<file path="src/hw/rtl/gbp_fifo.sv">
`default_nettype none

module gbp_fifo #(
  parameter int unsigned WIDTH = 8,
  parameter int unsigned DEPTH = 2
) (
  input  wire logic             clk,
  input  wire logic             rst,
  input  wire logic             wr,
  input  wire logic [WIDTH-1:0] wdata,
  output logic                  full,
  input  wire logic             rd,
  output logic [WIDTH-1:0]      rdata,
  output logic                  empty
);

  localparam int unsigned PTR_W = (DEPTH > 1) ? $clog2(DEPTH) : 1;
  localparam int unsigned CNT_W = $clog2(DEPTH + 1);
  localparam logic [PTR_W-1:0] LAST = PTR_W'(DEPTH - 1);

  logic [WIDTH-1:0] slots [DEPTH];
  logic [PTR_W-1:0] wr_ptr;
  logic [PTR_W-1:0] rd_ptr;
  logic [CNT_W-1:0] count;
  logic             do_wr;
  logic             do_rd;

  assign full  = (count == CNT_W'(DEPTH));
  assign empty = (count == '0);
  assign do_wr = wr && !full;
  assign do_rd = rd && !empty;
  assign rdata = slots[rd_ptr];

  // storage
  always_ff @(posedge clk) begin
    if (do_wr) begin
      slots[wr_ptr] <= wdata;
    end
  end

  // pointers and fill level
  always_ff @(posedge clk) begin
    if (rst) begin
      wr_ptr <= '0;
      rd_ptr <= '0;
      count  <= '0;
    end else begin
      if (do_wr) begin
        wr_ptr <= (wr_ptr == LAST) ? '0 : wr_ptr + PTR_W'(1);
      end
      if (do_rd) begin
        rd_ptr <= (rd_ptr == LAST) ? '0 : rd_ptr + PTR_W'(1);
      end
      if (do_wr && !do_rd) begin
        count <= count + CNT_W'(1);
      end else if (do_rd && !do_wr) begin
        count <= count - CNT_W'(1);
      end
    end
  end

endmodule

`default_nettype wire

</file>
<file path="config.mk">
export PLATFORM = sky130hd
export DESIGN_NAME = gbp_fifo
export DESIGN_NICKNAME = d
export VERILOG_FILES = /design/src/hw/rtl/gbp_fifo.sv
export SDC_FILE = /design/constraint.sdc
export NUM_CORES = 1
export LEC_CHECK = 0
export BUFFER_PORTS_ARGS = -buffer_cell sky130_fd_sc_hd__buf_2
export CORE_ASPECT_RATIO = 1.1
export CORE_MARGIN = 4
export CORE_UTILIZATION = 44
export CTS_BUF_LIST = sky130_fd_sc_hd__clkbuf_16
export CTS_CLUSTER_DIAMETER = 60
export DETAILED_ROUTE_END_ITERATION = 10
export GPL_ROUTABILITY_DRIVEN = 1
export HOLD_SLACK_MARGIN = 0.03
export PLACE_DENSITY = 0.72
export SLEW_MARGIN = 20
export SYNTH_ARGS = -nofsm -noshare
export SYNTH_HDL_FRONTEND = slang
export SYNTH_SLANG_ARGS = --single-unit
</file>
<file path="constraint.sdc">
create_clock -name clk -period 1.4 [get_ports clk]
set_clock_uncertainty 0.1 [all_clocks]
set_input_delay 0.42 -clock clk [delete_from_list [all_inputs] [get_ports clk]]
set_output_delay 0.42 -clock clk [all_outputs]
set_load 0.01 [all_outputs]
</file>
==> flow_metrics.py <==
metrics = {
    "clocking": {
        "cts_tree": "built",
        "cts.path.max_buffers": 2,
        "cts-root-buf": "clkbuf_16",
        "h-tree-depth": 1,
        "clk_transition_reported_paths_ns": 0.05,
        "numCtsBuffers": 3,
        "clock_sinks": 21,
        "clk_latency_ns": 0.25,
    },
    "detailed_routing": {
        "vias": 496,
        "wl_per_cell_um": 14.01,
        "drtPass1Iterations": 4,
        "ant_nets": 0,
        "vias_per_cell": 4.960,
        "drtIter0Drc": 4,
        "drt-total-wl_mm": 1.401,
        "drc": 0,
    },
    "final_layout": {
        "final_cell_mix": "edfxtp_1, buf_6, buf_2, mux2_4, buf_4",
        "fin_util_pct": 76.40,
        "nFillCells": 106,
        "final_net_count": 97,
        "seqCellArea_um2": 586.8,
        "area_growth_syn_to_layout_pct": 57.26,
        "multiInputGateArea_um2": 277.8,
        "final_common_cell": "edfxtp_1",
        "drive_gt1_share_pct": 63.86,
        "diodes": 0,
    },
    "grt": {
        "grt_max_degree": 13,
        "grt_use_total_pct": 12.31,
        "antenna_found_initial": 0,
        "grt-ovfl-total": 0,
        "grt_pass1_vias": 523,
        "grt_pass1_wl_mm": 2.290,
    },
    "floorplanning": {
        "die_w_um": 48.49,
        "pin_count": 22,
        "rows": 15,
        "initial_core_util_pct": 48.58,
        "dieArea_um2": 2547,
        "die_h_um": 52.53,
        "coreArea_um2": 1633,
    },
    "synthesis": {
        "synth_simple_gate_area_share_pct": 5.836,
        "syn-num-nets": 63,
        "synth-adder-area-share_pct": 1.577,
        "ys_ff_latch": 21,
        "ys_seq_area_share_pct": 73.19,
        "synth_top_family_by_area": "multiplexers",
        "synth_cell_types": 13,
        "synth-compound-area-share_pct": 3.155,
        "syn_area_um2": 793.3,
        "ys_warn_count": 0,
        "syn-instance-count": 50,
        "avgSynthCellArea_um2": 15.87,
        "synth_xor_area_share_pct": 3.312,
        "synth_mux_area_share_pct": 11.36,
    },
    "run_status": {
        "violations": "setup timing",
        "status": "finished, violations left",
    },
    "min_path": {
        "hold_path_class": "in2reg",
    },
    "critical_path": {
        "cp-endpoint": "rdata[2]",
        "crit_chain": "buf_12 > mux2_4 > buf_6",
        "cp-end-kind": "output pin",
        "r2r_end": "count[1]$_SDFFE_PP0P_",
        "crit_slowest_cell": "dfxtp_2",
        "worstReg2RegStart": "count[0]$_SDFFE_PP0P_",
        "arrival_ns": 1.14,
        "cp_max_fo": 8,
        "rr_worst_depth": 6,
        "required_ns": 0.88,
        "path_class": "reg2out",
        "rrSetupSlack_ns": -0.10,
        "max_stage_delay_ns": 0.34,
        "critical_path.startpoint_type": "register",
    },
    "timing": {
        "setup_slack_ns": -0.2648,
        "relSlewSlack_pct": 86.50,
        "max_freq_mhz": 600.7,
        "rsz0062_at_grt": "yes",
        "period_needed_ns": 1.665,
        "setup_viol": 11,
        "timing.final.crit_share_pct": 118.9,
        "worst_slew_pin_slew_ns": 0.2018,
        "slew_violations": 0,
        "finalHoldViolCount": 0,
    },
    "power_and_ir_drop": {
        "peakVddDrop_mv": 1.488,
        "power_uw": 2532,
        "p_per_area_nw_per_um2": 2030,
        "leakagePower_uw": 0.0005141,
    },
    "place": {
        "hpwl_um": 960.1,
        "gp_congestion": 0.7350,
        "pre_cts_ws_ns": -0.2206,
        "io_buffers": 21,
    },
    "flow_run": {
        "drv_cap": 0,
    },
}
## synthesized netlist by cell type
master | n | area [um^2]
nor2_1 | 5 | 18.77
ha_1 | 1 | 12.51
a21oi_1 | 2 | 10.01
inv_1 | 2 | 7.510
and2_1 | 1 | 6.260
edfxtp_1 | 16 | 480.5
mux2_2 | 8 | 90.09
buf_2 | 1 | 5.000
nor2b_2 | 1 | 8.760
o21ai_0 | 3 | 15.01
dfxtp_1 | 5 | 100.1
or3_1 | 2 | 12.51
xor2_1 | 3 | 26.28
## critical path, delay by kind of cell (launching register included)
family   cells  cell delay [ns]
buf+inv      2             0.25
flops        1             0.34
mux          1             0.30
## what timing repair did
| item | in CTS | in global routing |
|---|---|---|
| buffers inserted | 1 | 0 |
| endpoints found under the setup margin | 11 | 20 |
| hold buffers | 0 | 0 |
| pin swaps | 4 | 3 |
| resized for setup | 26 | 8 |
| gates cloned | 0 | 0 |
## area by class of cell
cell class	count	area share, %
Sequential cell	21	47.04
Inverter	2	0.8024
Timing Repair Buffer	30	21.77
Tap cell	17	1.705
Clock inverter	1	0.4012
Multi-Input combinational cell	26	22.27
Clock buffer	3	6.018
## through the flow
| stage | hold WS, ns | setup TNS, ns | instance area, um^2 | instances |
|---|---|---|---|---|
| 6_report | 0.2534 | -2.388 | 1247 | 100 |
| 5_1_grt | 0.2536 | -2.820 | 1247 | 100 |
| 4_1_cts | 0.2491 | -2.576 | 1209 | 100 |
| 3_5_place_dp | 0.3819 | -1.637 | 1007 | 95 |
| 3_3_place_gp | 0.3751 | -1.311 | 1007 | 95 |
| 2_1_floorplan | 0.3516 | -0.1111 | 800.8 | 50 |
## power by group
group	switching [uW]	internal, uW	total (uW)
registers	60.6	809	870
logic	418	655	1070
clock network	207	383	590
total	686	1850	2530
## sequential cells by signal (all words and copies together) (netlist names), named ones only
register  flops
count         2
rd_ptr        1
wr_ptr        1
slots        16
## worst min-delay path by stage
| stage | start | endpoint | slack [ns] | cells after the start |
|---|---|---|---|---|
| final | wdata[6] | slots[1][6]$_DFFE_PP_ | 0.25 | 1 |
| after global routing | wdata[6] | slots[0][6]$_DFFE_PP_ | 0.25 | 1 |
| after global placement | wr_ptr$_SDFFE_PP0N_ | wr_ptr$_SDFFE_PP0N_ | 0.38 | 2 |
| after detailed placement | wr_ptr$_SDFFE_PP0N_ | wr_ptr$_SDFFE_PP0N_ | 0.38 | 2 |
| after floorplan | wr_ptr$_SDFFE_PP0N_ | wr_ptr$_SDFFE_PP0N_ | 0.35 | 2 |
| after CTS | wdata[6] | slots[1][6]$_DFFE_PP_ | 0.25 | 1 |
## layer usage
metal  up-vias  part of all wire (%)  wire, um  GRT usage (%)
met4         0                   2.7        38          9.417
met2        16                    53       739          20.43
met1       230                    37       519          13.11
li1        247                     -         -              -
met3         3                   7.4       104          3.704
met5         -                     0         0              0
## cells by family after synthesis
group / after synthesis
fa+ha+maj: 1
compound gates: 5
mux: 8
flops: 21
xor+xnor: 3
simple gates: 9
buf+inv: 3
No activity file was read; power rests on OpenSTA's default activity.
