**src/hw/rtl/gbp_pkg.sv**
```systemverilog
`default_nettype none

package gbp_pkg;

  // table geometry, field widths, queue depth and counter codes
  localparam int unsigned TABLE_ENTRIES_DEFAULT = 4096;
  localparam int unsigned HIST_W                = 12;
  localparam int unsigned IDX_OUT_W             = 12;
  localparam int unsigned ADDR_W                = 64;
  localparam int unsigned CFG_W                 = 4;
  localparam int unsigned QUEUE_DEPTH_DEFAULT   = 2;

  localparam logic [1:0] CTR_MIN        = 2'd0;
  localparam logic [1:0] CTR_MAX        = 2'd3;
  localparam logic [1:0] CTR_WEAK_TAKEN = 2'd2;

  // register indexes and reset values
  localparam logic             REG_ADDR_SHIFT     = 1'b0;
  localparam logic             REG_HISTORY_BITS   = 1'b1;
  localparam logic [CFG_W-1:0] ADDR_SHIFT_RESET   = 4'd2;
  localparam logic [CFG_W-1:0] HISTORY_BITS_RESET = 4'd12;

  // operation codes
  localparam logic FUNC_LOOKUP = 1'b0;
  localparam logic FUNC_UPDATE = 1'b1;

  typedef struct packed {
    logic                 func;
    logic [ADDR_W-1:0]    pc;
    logic [IDX_OUT_W-1:0] update_index;
    logic                 taken;
  } in_item_t;

  typedef struct packed {
    logic                 prediction;
    logic [IDX_OUT_W-1:0] lookup_index;
  } out_item_t;

endpackage

`default_nettype wire

```
**src/hw/rtl/gbp_front.sv**
```systemverilog
`default_nettype none

module gbp_front #(
  parameter int unsigned TABLE_ENTRIES = gbp_pkg::TABLE_ENTRIES_DEFAULT,
  localparam int unsigned IDX_W        = (TABLE_ENTRIES > 1) ? $clog2(TABLE_ENTRIES) : 1,
  localparam int unsigned WORK_W       = IDX_W + 2
) (
  input  wire logic                      clk,
  input  wire logic                      rst,
  input  wire logic                      cfg_we,
  input  wire logic                      cfg_index,
  input  wire logic [gbp_pkg::CFG_W-1:0] cfg_data,
  input  wire logic                      accept,
  input  wire gbp_pkg::in_item_t         item,
  output logic [WORK_W-1:0]              work
);

  import gbp_pkg::*;

  localparam logic [IDX_W-1:0] IDX_MASK = IDX_W'(TABLE_ENTRIES - 1);

  logic [CFG_W-1:0]  addr_shift;
  logic [CFG_W-1:0]  history_bits;
  logic [HIST_W-1:0] history;
  logic [HIST_W-1:0] history_next;
  logic [HIST_W-1:0] hist_mask;
  logic [ADDR_W-1:0] hash;
  logic [ADDR_W-1:0] upd_ext;
  logic [IDX_W-1:0]  idx;
  logic              is_update;

  // configuration registers
  always_ff @(posedge clk) begin
    if (rst) begin
      addr_shift   <= ADDR_SHIFT_RESET;
      history_bits <= HISTORY_BITS_RESET;
    end else if (cfg_we) begin
      case (cfg_index)
        REG_ADDR_SHIFT:   addr_shift   <= cfg_data;
        REG_HISTORY_BITS: history_bits <= cfg_data;
        default: ;
      endcase
    end
  end

  // index: hashed address for a lookup, saved index for an update
  assign is_update = (item.func == FUNC_UPDATE);
  assign hash      = (item.pc >> addr_shift) ^ ADDR_W'(history);
  assign upd_ext   = ADDR_W'(item.update_index);
  assign idx       = (is_update ? upd_ext[IDX_W-1:0] : hash[IDX_W-1:0]) & IDX_MASK;
  assign work      = {is_update, item.taken, idx};

  // history mask, lengths past the register width act as full width
  always_comb begin
    if (history_bits >= CFG_W'(HIST_W)) begin
      hist_mask = '1;
    end else begin
      hist_mask = (HIST_W'(1) << history_bits) - HIST_W'(1);
    end
  end

  assign history_next = {history[HIST_W-2:0], item.taken} & hist_mask;

  // global history moves on each accepted update
  always_ff @(posedge clk) begin
    if (rst) begin
      history <= '0;
    end else if (accept && is_update) begin
      history <= history_next;
    end
  end

endmodule

`default_nettype wire

```
**config.mk**
```make
export PLATFORM = sky130hd
export DESIGN_NAME = gbp_front
export DESIGN_NICKNAME = d
export VERILOG_FILES = /design/src/hw/rtl/gbp_pkg.sv /design/src/hw/rtl/gbp_front.sv
export SDC_FILE = /design/constraint.sdc
export NUM_CORES = 1
export LEC_CHECK = 0
export ABC_AREA = 1
export BUFFER_PORTS_ARGS = -buffer_cell sky130_fd_sc_hd__buf_4
export CORE_ASPECT_RATIO = 0.8
export CORE_MARGIN = 2
export CORE_UTILIZATION = 48
export DETAILED_ROUTE_END_ITERATION = 8
export GPL_TIMING_DRIVEN = 0
export PLACE_DENSITY_LB_ADDON = 0.1
export SETUP_SLACK_MARGIN = 0.4
export SYNTH_ARGS = -nofsm -noshare
export SYNTH_HDL_FRONTEND = slang
export SYNTH_SLANG_ARGS = --single-unit
```
**constraint.sdc**
```tcl
create_clock -name clk -period 1.6 [get_ports clk]
set_input_delay 0.32 -clock clk [delete_from_list [all_inputs] [get_ports clk]]
set_output_delay 0.32 -clock clk [all_outputs]
set_load 0.02 [all_outputs]
```
==> impl_metrics.env, run 1 <==
export IMPL_fin_area_um2=4050
export IMPL_wl_per_cell_um=22.5
export IMPL_ir_drop_uv=611
export IMPL_cpPeakStageDelay_ns=0.33
export IMPL_dp_hpwl_um=5950
export IMPL_fin_crit_ns=2.26
export IMPL_synth_fp_nets=484
export IMPL_antenna_found_initial=0
export IMPL_setup_slack_ns=-0.662
export IMPL_netlist_instances=396
export IMPL_yosysWarnings=0
export IMPL_synth_distinct_cells=20
export IMPL_core_area_um2=4570
export IMPL_root_buffer="clkbuf_8"
export IMPL_drv_slew=0
export IMPL_dr_pass1_iters=6
export IMPL_cp_max_fo=6
export IMPL_failed_checks="negative setup slack"
export IMPL_crit_path_start_kind="register"
export IMPL_grt_max_degree=12
export IMPL_fin_nets=565
export IMPL_fin_crit_sh_pct=141
export IMPL_clock_sinks=20
export IMPL_max_cap_viol_count=0
export IMPL_outcome="finished with violations"
export IMPL_required_ns=1.28
export IMPL_clk_latency_ns=0.27
export IMPL_netlist_area_um2=2260
export IMPL_grt_overflow=0
export IMPL_synth_top_area_share_pct=28.4
export IMPL_ff2ff_path_depth=10
export IMPL_finClkSkew_ns=0.00420
export IMPL_slowest_stage="dfxtp_2"
export IMPL_ant_nets=0
export IMPL_worstHoldPathCells=2
export IMPL_fmax_mhz=442
export IMPL_grt_use_total_pct=31.4
export IMPL_die_h_um=65.3
export IMPL_dieArea_um2=5270
export IMPL_port_buffers=63
export IMPL_crit_cells=11
export IMPL_syn_avg_cell_area_um2=5.70
export IMPL_crit_buf_inv=3
export IMPL_drc=0
export IMPL_clk_pin_slew_ns=0.08
export IMPL_seq_area_frac_synth_pct=17.7
export IMPL_arrival_ns=1.94
export IMPL_die_w_um=80.7
export IMPL_start_util_pct=49.4
export IMPL_power_density_nw_per_um2=576
export IMPL_numCtsBuffers=3
export IMPL_crit_path_end_kind="output port"
export IMPL_vias_per_cell=6.81
export IMPL_ios=101
export IMPL_final_hold_viol_count=0
export IMPL_syn_to_final_growth_pct=79.6
export IMPL_htree_levels=1
export IMPL_p_leak_nw=1.77
export IMPL_worst_pin_slew_ns=0.577
export IMPL_rsz0062_at_grt="yes"
export IMPL_maxSlewHeadroom_pct=61.5
export IMPL_fillers=225
export IMPL_grt_pass1_vias=2799
export IMPL_path_delay_family="simple AND/OR/NAND/NOR gates"
export IMPL_clk_path_buf_depth=2
export IMPL_crit_type="register to output port"
export IMPL_setup_viol=12
export IMPL_grt_pass1_wl_um=12900
export IMPL_yosysTopAreaCell="nand3_1"
export IMPL_crit_chain="buf_12 > buf_12 > nand2_1 > nand3_2 > nand3_4 > nand3_4 > nand2_2 > nand2_1 > nand3_1 > nand2_2 > buf_6"
export IMPL_ys_top_cells_by_area="nand3_1 (28%), nand2_1 (20%), dfxtp_1 (18%)"
export IMPL_wirelength_um=12100
export IMPL_drt_iter0_drc=626
export IMPL_vias=3648
export IMPL_row_count=22
export IMPL_synth_seq_cells=20
export IMPL_antenna_cells=0
export IMPL_drive_gt1_share_pct=58.0
export IMPL_post_dp_cell_area_um2=2920
export IMPL_cts_tree="built"
export IMPL_post_route_util_pct=88.7
export IMPL_hp_class="input pin to register"
export IMPL_gp_congestion=0.923
-- power breakdown --
| part | internal, mW | switching, mW | total [mW] |
|---|---|---|---|
| registers | 0.516 | 0.0292 | 0.545 |
| clock network | 0.220 | 0.182 | 0.402 |
| logic | 0.544 | 0.844 | 1.39 |
| total | 1.28 | 1.06 | 2.34 |
-- sequential cells by signal, indices dropped and copies added (netlist names) --
signal and flops:
history_bits 4, history 12, addr_shift 4
-- area by class of cell --
cell class	count	area (um^2)	area share, %
multi-input combinational	322	2460	60.7
timing repair buffer	75	666	16.4
sequential	20	414	10.2
buffer	22	223	5.49
inverter	32	153	3.77
tap	60	75.1	1.85
clock buffer	4	55.1	1.36
timing repair inverter	1	8.76	0.216
-- repair_timing --
action	in CTS	in global routing
gates resized for setup	56	141
buffers inserted	6	3
setup endpoints to repair	16	23
hold buffers	0	0
gates cloned	1	3
pin swaps	8	45
-- kinds of logic after synthesis --
logic type	count (synthesis)	share of synthesized area (%)
compound gates	35	8.43
fa+ha+maj	1	0.554
buf+inv	54	12.5
flops	20	17.7
simple gates	286	60.8
-- layer usage --
layer  GRT usage, %  wire [um]
met5              0          0
met4           5.93       1050
met1           43.4       4200
met3           5.63       1540
met2           51.5       5280
-- metrics by stage --
step	setup slack, ns	instances	power, mW	TNS (ns)	hold slack, ns
after floorplan	0.0832	396	1.12	0	0.398
after global placement	-0.242	519	1.42	-2.26	0.470
after detailed placement	-0.265	519	1.43	-2.40	0.469
after CTS	-0.436	530	1.92	-4.79	0.238
after global routing	-0.723	536	2.39	-7.44	0.241
final	-0.662	536	2.34	-6.73	0.232
-- worst paths after layout --
kind,from,to,slack [ns]
worst max-delay path,addr_shift[0]$_SDFFE_PP0P_,work[11],-0.66
worst min register to register,history[9]$_SDFFE_PP0P_,history[9]$_SDFFE_PP0P_,0.50
worst min-delay path,rst,history[0]$_SDFFE_PP0P_,0.23
worst max register to register,history_bits[0]$_SDFFE_PP0P_,history[10]$_SDFFE_PP0P_,0.08
-- cells in the final DEF (no fill, tap or decap), types with 2 or more instances in the layout --
master     synthesis  routed
nand2_2            5      33
nand3_2           14      83
clkbuf_16          0       2
a21oi_1           18      16
o211ai_1           4       4
buf_12             1       6
nand2_8            0       4
clkbuf_1           5       2
inv_6              1       2
buf_4              7      67
a211oi_1           2       2
clkbuf_4           0       2
dfxtp_1           20      15
nand2_1          120      85
o21ai_2            0       2
dfxtp_2            0       2
buf_6              3       8
clkbuf_8           0       4
buf_8              0       3
nor2_4             0       5
nor2_2             0       2
o21ai_0           11       8
inv_1             30      26
buf_2              6       5
inv_4              1       3
nand2_4            5       8
dfxtp_4            0       3
nand3_4            0      25
nand3_1          128      34
nor2_1            14       7
a21oi_2            0       2
-- Yosys cell counts --
cell type	count
buf_2	6
buf_6	3
ha_1	1
inv_6	1
nand2_2	5
inv_1	30
nor2_1	14
nand2_4	5
clkbuf_1	5
nand3_2	14
o21ai_0	11
buf_12	1
a211oi_1	2
inv_4	1
nand3_1	128
nand2_1	120
dfxtp_1	20
o211ai_1	4
a21oi_1	18
buf_4	7
(Power assumes the default switching activity.)
==> run 2, diff against run 1 <==
PLACE_DENSITY = 0.91   (was default)
PLACE_DENSITY_LB_ADDON = default   (was 0.1)
==> run 2 against run 1 <==
  * Critical endpoint is now work[2]
  * Design area up 0.59%
  * Critical path depth grew 1
  * Utilization increased by 0.52 points
  * Via count is 2.8% higher
  * Setup slack worse by 0.023 ns
  * Maximum frequency is 1.0% lower
  * Total power is 5.9% higher
  * Clock skew is 0.0021 ns higher
  * Count of clock-buffer cells in the layout fell by 1
  * Largest power group unchanged
  * The flow still finishes with violations (negative setup slack)
  * Largest cell class unchanged
  * Cell count grew 1.3%
  * Global-route usage decreased by 0.92 points
==> impl_metrics.env, run 2 (synthesis results as in run 1) <==
export IMPL_top_regs="history (12), addr_shift (4), history_bits (4)"
export IMPL_final_hold_viol_count=0
export IMPL_outcome="finished with violations"
export IMPL_clock_sinks=20
export IMPL_gp_congestion=0.932
export IMPL_setup_viol=13
export IMPL_ff2ff_path_depth=12
export IMPL_rsz0062_at_grt="yes"
export IMPL_pre_cts_ws_ns=-0.259
export IMPL_grt_pass1_vias=2733
export IMPL_wl_per_cell_um=22.4
export IMPL_vias=3749
export IMPL_ant_nets=0
export IMPL_p_leak_nw=1.79
export IMPL_cp_max_fo=8
export IMPL_layout_commonest_cell="nand2_1"
export IMPL_antenna_cells=0
export IMPL_fmax_mhz=438
export IMPL_drive_gt1_share_pct=57.1
export IMPL_max_cap_viol_count=0
export IMPL_clk_pin_slew_ns=0.09
export IMPL_port_buffers=63
export IMPL_htree_levels=1
export IMPL_drc=0
export IMPL_grt_max_degree=13
export IMPL_wirelength_um=12200
export IMPL_layout_cells_non_filler=543
export IMPL_antenna_found_initial=0
export IMPL_dp_cells=519
export IMPL_drv_slew=0
export IMPL_core_area_um2=4570
export IMPL_hp_class="input pin to register"
export IMPL_fin_nets=572
export IMPL_worst_pin_slew_ns=0.529
export IMPL_row_count=22
export IMPL_layout_common_cells="nand2_1 (82), nand3_2 (75), buf_4 (71), nand3_1 (43), nand2_2 (36)"
export IMPL_arrival_ns=1.97
export IMPL_die_h_um=65.3
export IMPL_clk_path_buf_depth=2
export IMPL_ios=101
export IMPL_die_w_um=80.7
export IMPL_largest_register="history"
export IMPL_grt_use_total_pct=30.4
export IMPL_ir_drop_uv=532
export IMPL_vias_per_cell=6.90
export IMPL_dp_hpwl_um=5800
export IMPL_crit_path_end_kind="output port"
export IMPL_postCtsHoldBufs=0
export IMPL_root_buffer="clkbuf_8"
export IMPL_finClkSkew_ns=0.00630
export IMPL_grt_overflow=0
export IMPL_start_util_pct=49.4
export IMPL_worstHoldPathCells=2
export IMPL_failed_checks="negative setup slack"
export IMPL_crit_path_start_kind="register"
export IMPL_grt_pass1_wl_um=12600
export IMPL_syn_to_final_growth_pct=80.7
export IMPL_setup_slack_ns=-0.685
export IMPL_fin_crit_ns=2.29
export IMPL_maxSlewHeadroom_pct=64.7
export IMPL_clk_latency_ns=0.28
export IMPL_cts_tree="built"
export IMPL_power_density_nw_per_um2=606
export IMPL_fin_crit_sh_pct=143
export IMPL_required_ns=1.28
export IMPL_fillers=193
export IMPL_crit_type="register to output port"
export IMPL_numCtsBuffers=3
export IMPL_fin_area_um2=4080
export IMPL_post_dp_cell_area_um2=2920
export IMPL_largest_reg_flops=12
export IMPL_dieArea_um2=5270
export IMPL_dr_pass1_iters=8
export IMPL_drt_iter0_drc=674
==> run 2: area by class of cell <==
class / count / area, um^2 / area share [%]
Multi-Input combinational cell: 322 / 2420 / 59.3
Timing Repair Buffer: 82 / 718 / 17.6
Sequential cell: 20 / 417 / 10.2
Buffer: 22 / 215 / 5.28
Inverter: 32 / 155 / 3.80
Tap cell: 60 / 75.1 / 1.84
Clock buffer: 3 / 41.3 / 1.01
Clock inverter: 1 / 30.0 / 0.736
Timing Repair inverter: 1 / 8.76 / 0.215
==> run 2: worst paths after layout <==
kind                                      from                       end  slack (ns)
setup / recovery    addr_shift[0]$_SDFFE_PP0P_                   work[2]       -0.69
hold / removal                             rst   history[0]$_SDFFE_PP0P_        0.22
setup reg to reg  history_bits[3]$_SDFFE_PP1P_  history[10]$_SDFFE_PP0P_       -0.09
hold reg to reg        history[4]$_SDFFE_PP0P_   history[4]$_SDFFE_PP0P_        0.51
==> run 2: critical path: stages (launching register included) <==
cell and delay, ns:
dfxtp_2 0.34, buf_12 0.14, buf_12 0.12, inv_6 0.07, nand2_1 0.10, nand3_1 0.18, nand3_2 0.18, nand3_4 0.13
nand2_2 0.05, nand2_1 0.09, nand3_2 0.08, nand2_2 0.07, buf_6 0.11
==> run 2: power by group <==
group	internal (mW)	leakage (nW)	total [mW]	switching, mW
Sequential	0.515	0.165	0.544	0.0288
Clock	0.335	0.0357	0.538	0.203
Combinational	0.548	1.59	1.39	0.842
Total	1.40	1.79	2.47	1.07
==> run 2: through the flow <==
stage	TNS (ns)	hold WS (ns)	total power, mW	utilization, %
2_1_floorplan	0	0.398	1.12	-
3_3_place_gp	-2.31	0.468	1.41	63.9
3_5_place_dp	-2.41	0.476	1.42	63.9
4_1_cts	-5.11	0.225	2.01	71.2
5_1_grt	-7.79	0.212	2.53	89.2
6_report	-7.28	0.218	2.47	89.2
==> run 2: repair_timing <==
| item | in CTS | in global routing |
|---|---|---|
| pin swaps | 7 | 49 |
| setup buffers | 11 | 5 |
| cloned | 0 | 4 |
| resized for setup | 48 | 145 |
| setup endpoints to repair | 16 | 17 |
==> run 2: metal layers <==
layer  share of wire (%)  wire (um)  global-route usage [%]
met5                   0          0                       0
met4                 8.4       1020                    5.72
met3                  14       1670                    4.26
met2                  44       5370                    51.0
met1                  34       4120                    42.0
==> run 3, diff against run 2 <==
CELL_PAD_IN_SITES_DETAIL_PLACEMENT = 0   (was default)
CELL_PAD_IN_SITES_GLOBAL_PLACEMENT = 1   (was default)
CORE_UTILIZATION = 31   (was 48)
==> run 3 against run 2 <==
  * Die area up 51%
  * Sequential share of layout area up 1.2 points
  * Design area down 11%
  * Utilization down 37 points
  * Hold slack better by 0.022 ns
  * Cell count up 5.5%
  * Register-to-register slack better by 0.29 ns
  * The run still ends with negative setup slack left
  * Via count down 19%
  * Clock skew down 0.0048 ns
  * Flip-flop and latch count unchanged
  * Wire length down 32%
  * Count of clock-buffer cells in the layout up 1
==> impl_metrics.env, run 3 (synthesis results as in run 1) <==
export IMPL_layout_common_cells="nand2_1 (97), buf_4 (80), nand3_1 (79), nand3_2 (63), inv_1 (25)"
export IMPL_p_sw_share_pct=41.1
export IMPL_cts_tree="built"
export IMPL_layout_commonest_cell="nand2_1"
export IMPL_core_area_um2=6960
export IMPL_cpPeakStageDelay_ns=0.32
export IMPL_crit_end="work[8]"
export IMPL_failed_checks="negative setup slack"
export IMPL_grt_max_degree=12
export IMPL_reg2reg_slack_ns=0.20
export IMPL_max_cap_viol_count=0
export IMPL_vias_per_cell=5.27
export IMPL_top_regs="history (12), addr_shift (4), history_bits (4)"
export IMPL_final_hold_viol_count=0
export IMPL_hold_ws_ns=0.240
export IMPL_dieArea_um2=7980
export IMPL_pwr_share_clk_pct=17.2
export IMPL_wirelength_um=8250
export IMPL_clock_sinks=20
export IMPL_rsz0062_at_grt="yes"
export IMPL_power_mw=1.98
export IMPL_dp_hpwl_um=6050
export IMPL_finClkSkew_ns=0.00147
export IMPL_pwr_share_seq_pct=27.3
export IMPL_grt_use_total_pct=19.0
export IMPL_syn_to_final_growth_pct=60.4
export IMPL_dr_pass1_iters=5
export IMPL_fmax_mhz=484
export IMPL_die_w_um=99.4
export IMPL_maxSlewHeadroom_pct=62.5
export IMPL_cp_common_cell="nand2_1"
export IMPL_fin_crit_ns=2.07
export IMPL_reg2reg_to="history[6]$_SDFFE_PP0P_"
export IMPL_htree_levels=1
export IMPL_power_density_nw_per_um2=546
export IMPL_clk_pin_slew_ns=0.07
export IMPL_gp_congestion=0.892
export IMPL_arrival_ns=1.75
export IMPL_p_comb_share_pct=55.5
export IMPL_grt_overflow=0
export IMPL_fin_crit_sh_pct=129
export IMPL_antenna_cells=0
export IMPL_crit_buf_inv=3
export IMPL_ant_nets=0
export IMPL_fillers=674
export IMPL_vias=3020
export IMPL_wl_per_cell_um=14.4
export IMPL_worst_pin_slew_ns=0.562
export IMPL_critPathLaunch="addr_shift[0]$_SDFFE_PP0P_"
export IMPL_clk_path_buf_depth=2
export IMPL_antenna_found_initial=0
export IMPL_required_ns=1.28
export IMPL_ir_drop_uv=327
export IMPL_crit_chain="buf_6 > buf_4 > nand2_1 > nand3_1 > nand3_2 > nand3_2 > nand2_1 > nand2_1 > nand3_1 > nand2_2 > buf_4"
export IMPL_p_leak_nw=1.69
export IMPL_grt_pass1_vias=2680
export IMPL_internal_power_mw=1.16
export IMPL_hp_class="input pin to register"
export IMPL_crit_path_end_kind="output port"
export IMPL_port_buffers=63
export IMPL_row_count=27
export IMPL_setup_slack_ns=-0.468
export IMPL_ios=101
export IMPL_cp_max_fo=6
export IMPL_die_h_um=80.3
export IMPL_path_delay_family="simple AND/OR/NAND/NOR gates"
export IMPL_grt_pass1_wl_um=12300
export IMPL_drive_gt1_share_pct=47.9
export IMPL_reg2reg_from="history_bits[3]$_SDFFE_PP1P_"
export IMPL_slowest_stage="dfxtp_2"
export IMPL_crit_path_start_kind="register"
export IMPL_crit_type="register to output port"
export IMPL_crit_cells=11
export IMPL_ff2ff_path_depth=12
export IMPL_root_buffer="clkbuf_8"
export IMPL_drv_slew=0
export IMPL_start_util_pct=32.4
export IMPL_fin_nets=575
export IMPL_largest_register="history"
export IMPL_numCtsBuffers=3
export IMPL_setup_viol=12
export IMPL_drc=0
export IMPL_clk_latency_ns=0.25
export IMPL_drt_iter0_drc=319
export IMPL_outcome="finished with violations"
export IMPL_largest_reg_flops=12
export IMPL_p_sw_uw=812
-- run 3: worst min path at each step --
stage                     cells past startpoint                     from                       to  slack [ns]
after global routing                          2                      rst  history[0]$_SDFFE_PP0P_        0.23
after global placement                        2  history[5]$_SDFFE_PP0P_  history[5]$_SDFFE_PP0P_        0.47
after CTS                                     2                      rst  history[0]$_SDFFE_PP0P_        0.23
final                                         2                      rst  history[0]$_SDFFE_PP0P_        0.24
after floorplan                               1                      rst  history[0]$_SDFFE_PP0P_        0.40
after detailed placement                      2  history[5]$_SDFFE_PP0P_  history[5]$_SDFFE_PP0P_        0.47
-- run 3: timing repair --
item	CTS	global route
resized for setup	51	53
endpoints found under the setup margin	16	23
setup buffers	13	7
hold buffers	0	0
pin swaps	14	13
cloned	0	3
-- run 3: cell type report --
class                      instances  area [um^2]  share of cell area [%]
buffer                            22          195                    5.39
timing repair buffer              86          721                    19.9
tap                               87          109                    3.01
inverter                          32          145                    4.01
clock buffer                       4         45.0                    1.24
multi-input combinational        322         1990                    55.0
sequential                        20          414                    11.4
-- run 3: per-layer routing --
metal | global-route usage (%) | share of wire [%]
met1 | 26.8 | 46
met2 | 30.3 | 45
met3 | 4.09 | 8.1
met4 | 2.47 | 1.2
met5 | 0 | 0
-- run 3: stage by stage --
| step | setup WS (ns) | util, % | TNS (ns) | cell area (um^2) | instances |
|---|---|---|---|---|---|
| after floorplan | 0.0832 | - | 0 | 2370 | 396 |
| after global routing | -0.554 | 52.0 | -6.44 | 3620 | 573 |
| final | -0.468 | 52.0 | -5.29 | 3620 | 573 |
| after CTS | -0.455 | 47.2 | -5.16 | 3280 | 563 |
| after global placement | -0.239 | 42.4 | -2.43 | 2950 | 546 |
| after detailed placement | -0.258 | 42.4 | -2.55 | 2950 | 546 |
-- run 3: power groups by stage --
stage          logic, mW  clock network, mW  registers (mW)
2_1_floorplan      0.579                  0           0.544
3_3_place_gp       0.870                  0           0.549
3_5_place_dp       0.882                  0           0.549
4_1_cts            0.977              0.349           0.538
5_1_grt             1.19              0.366           0.542
6_report            1.10              0.339           0.540
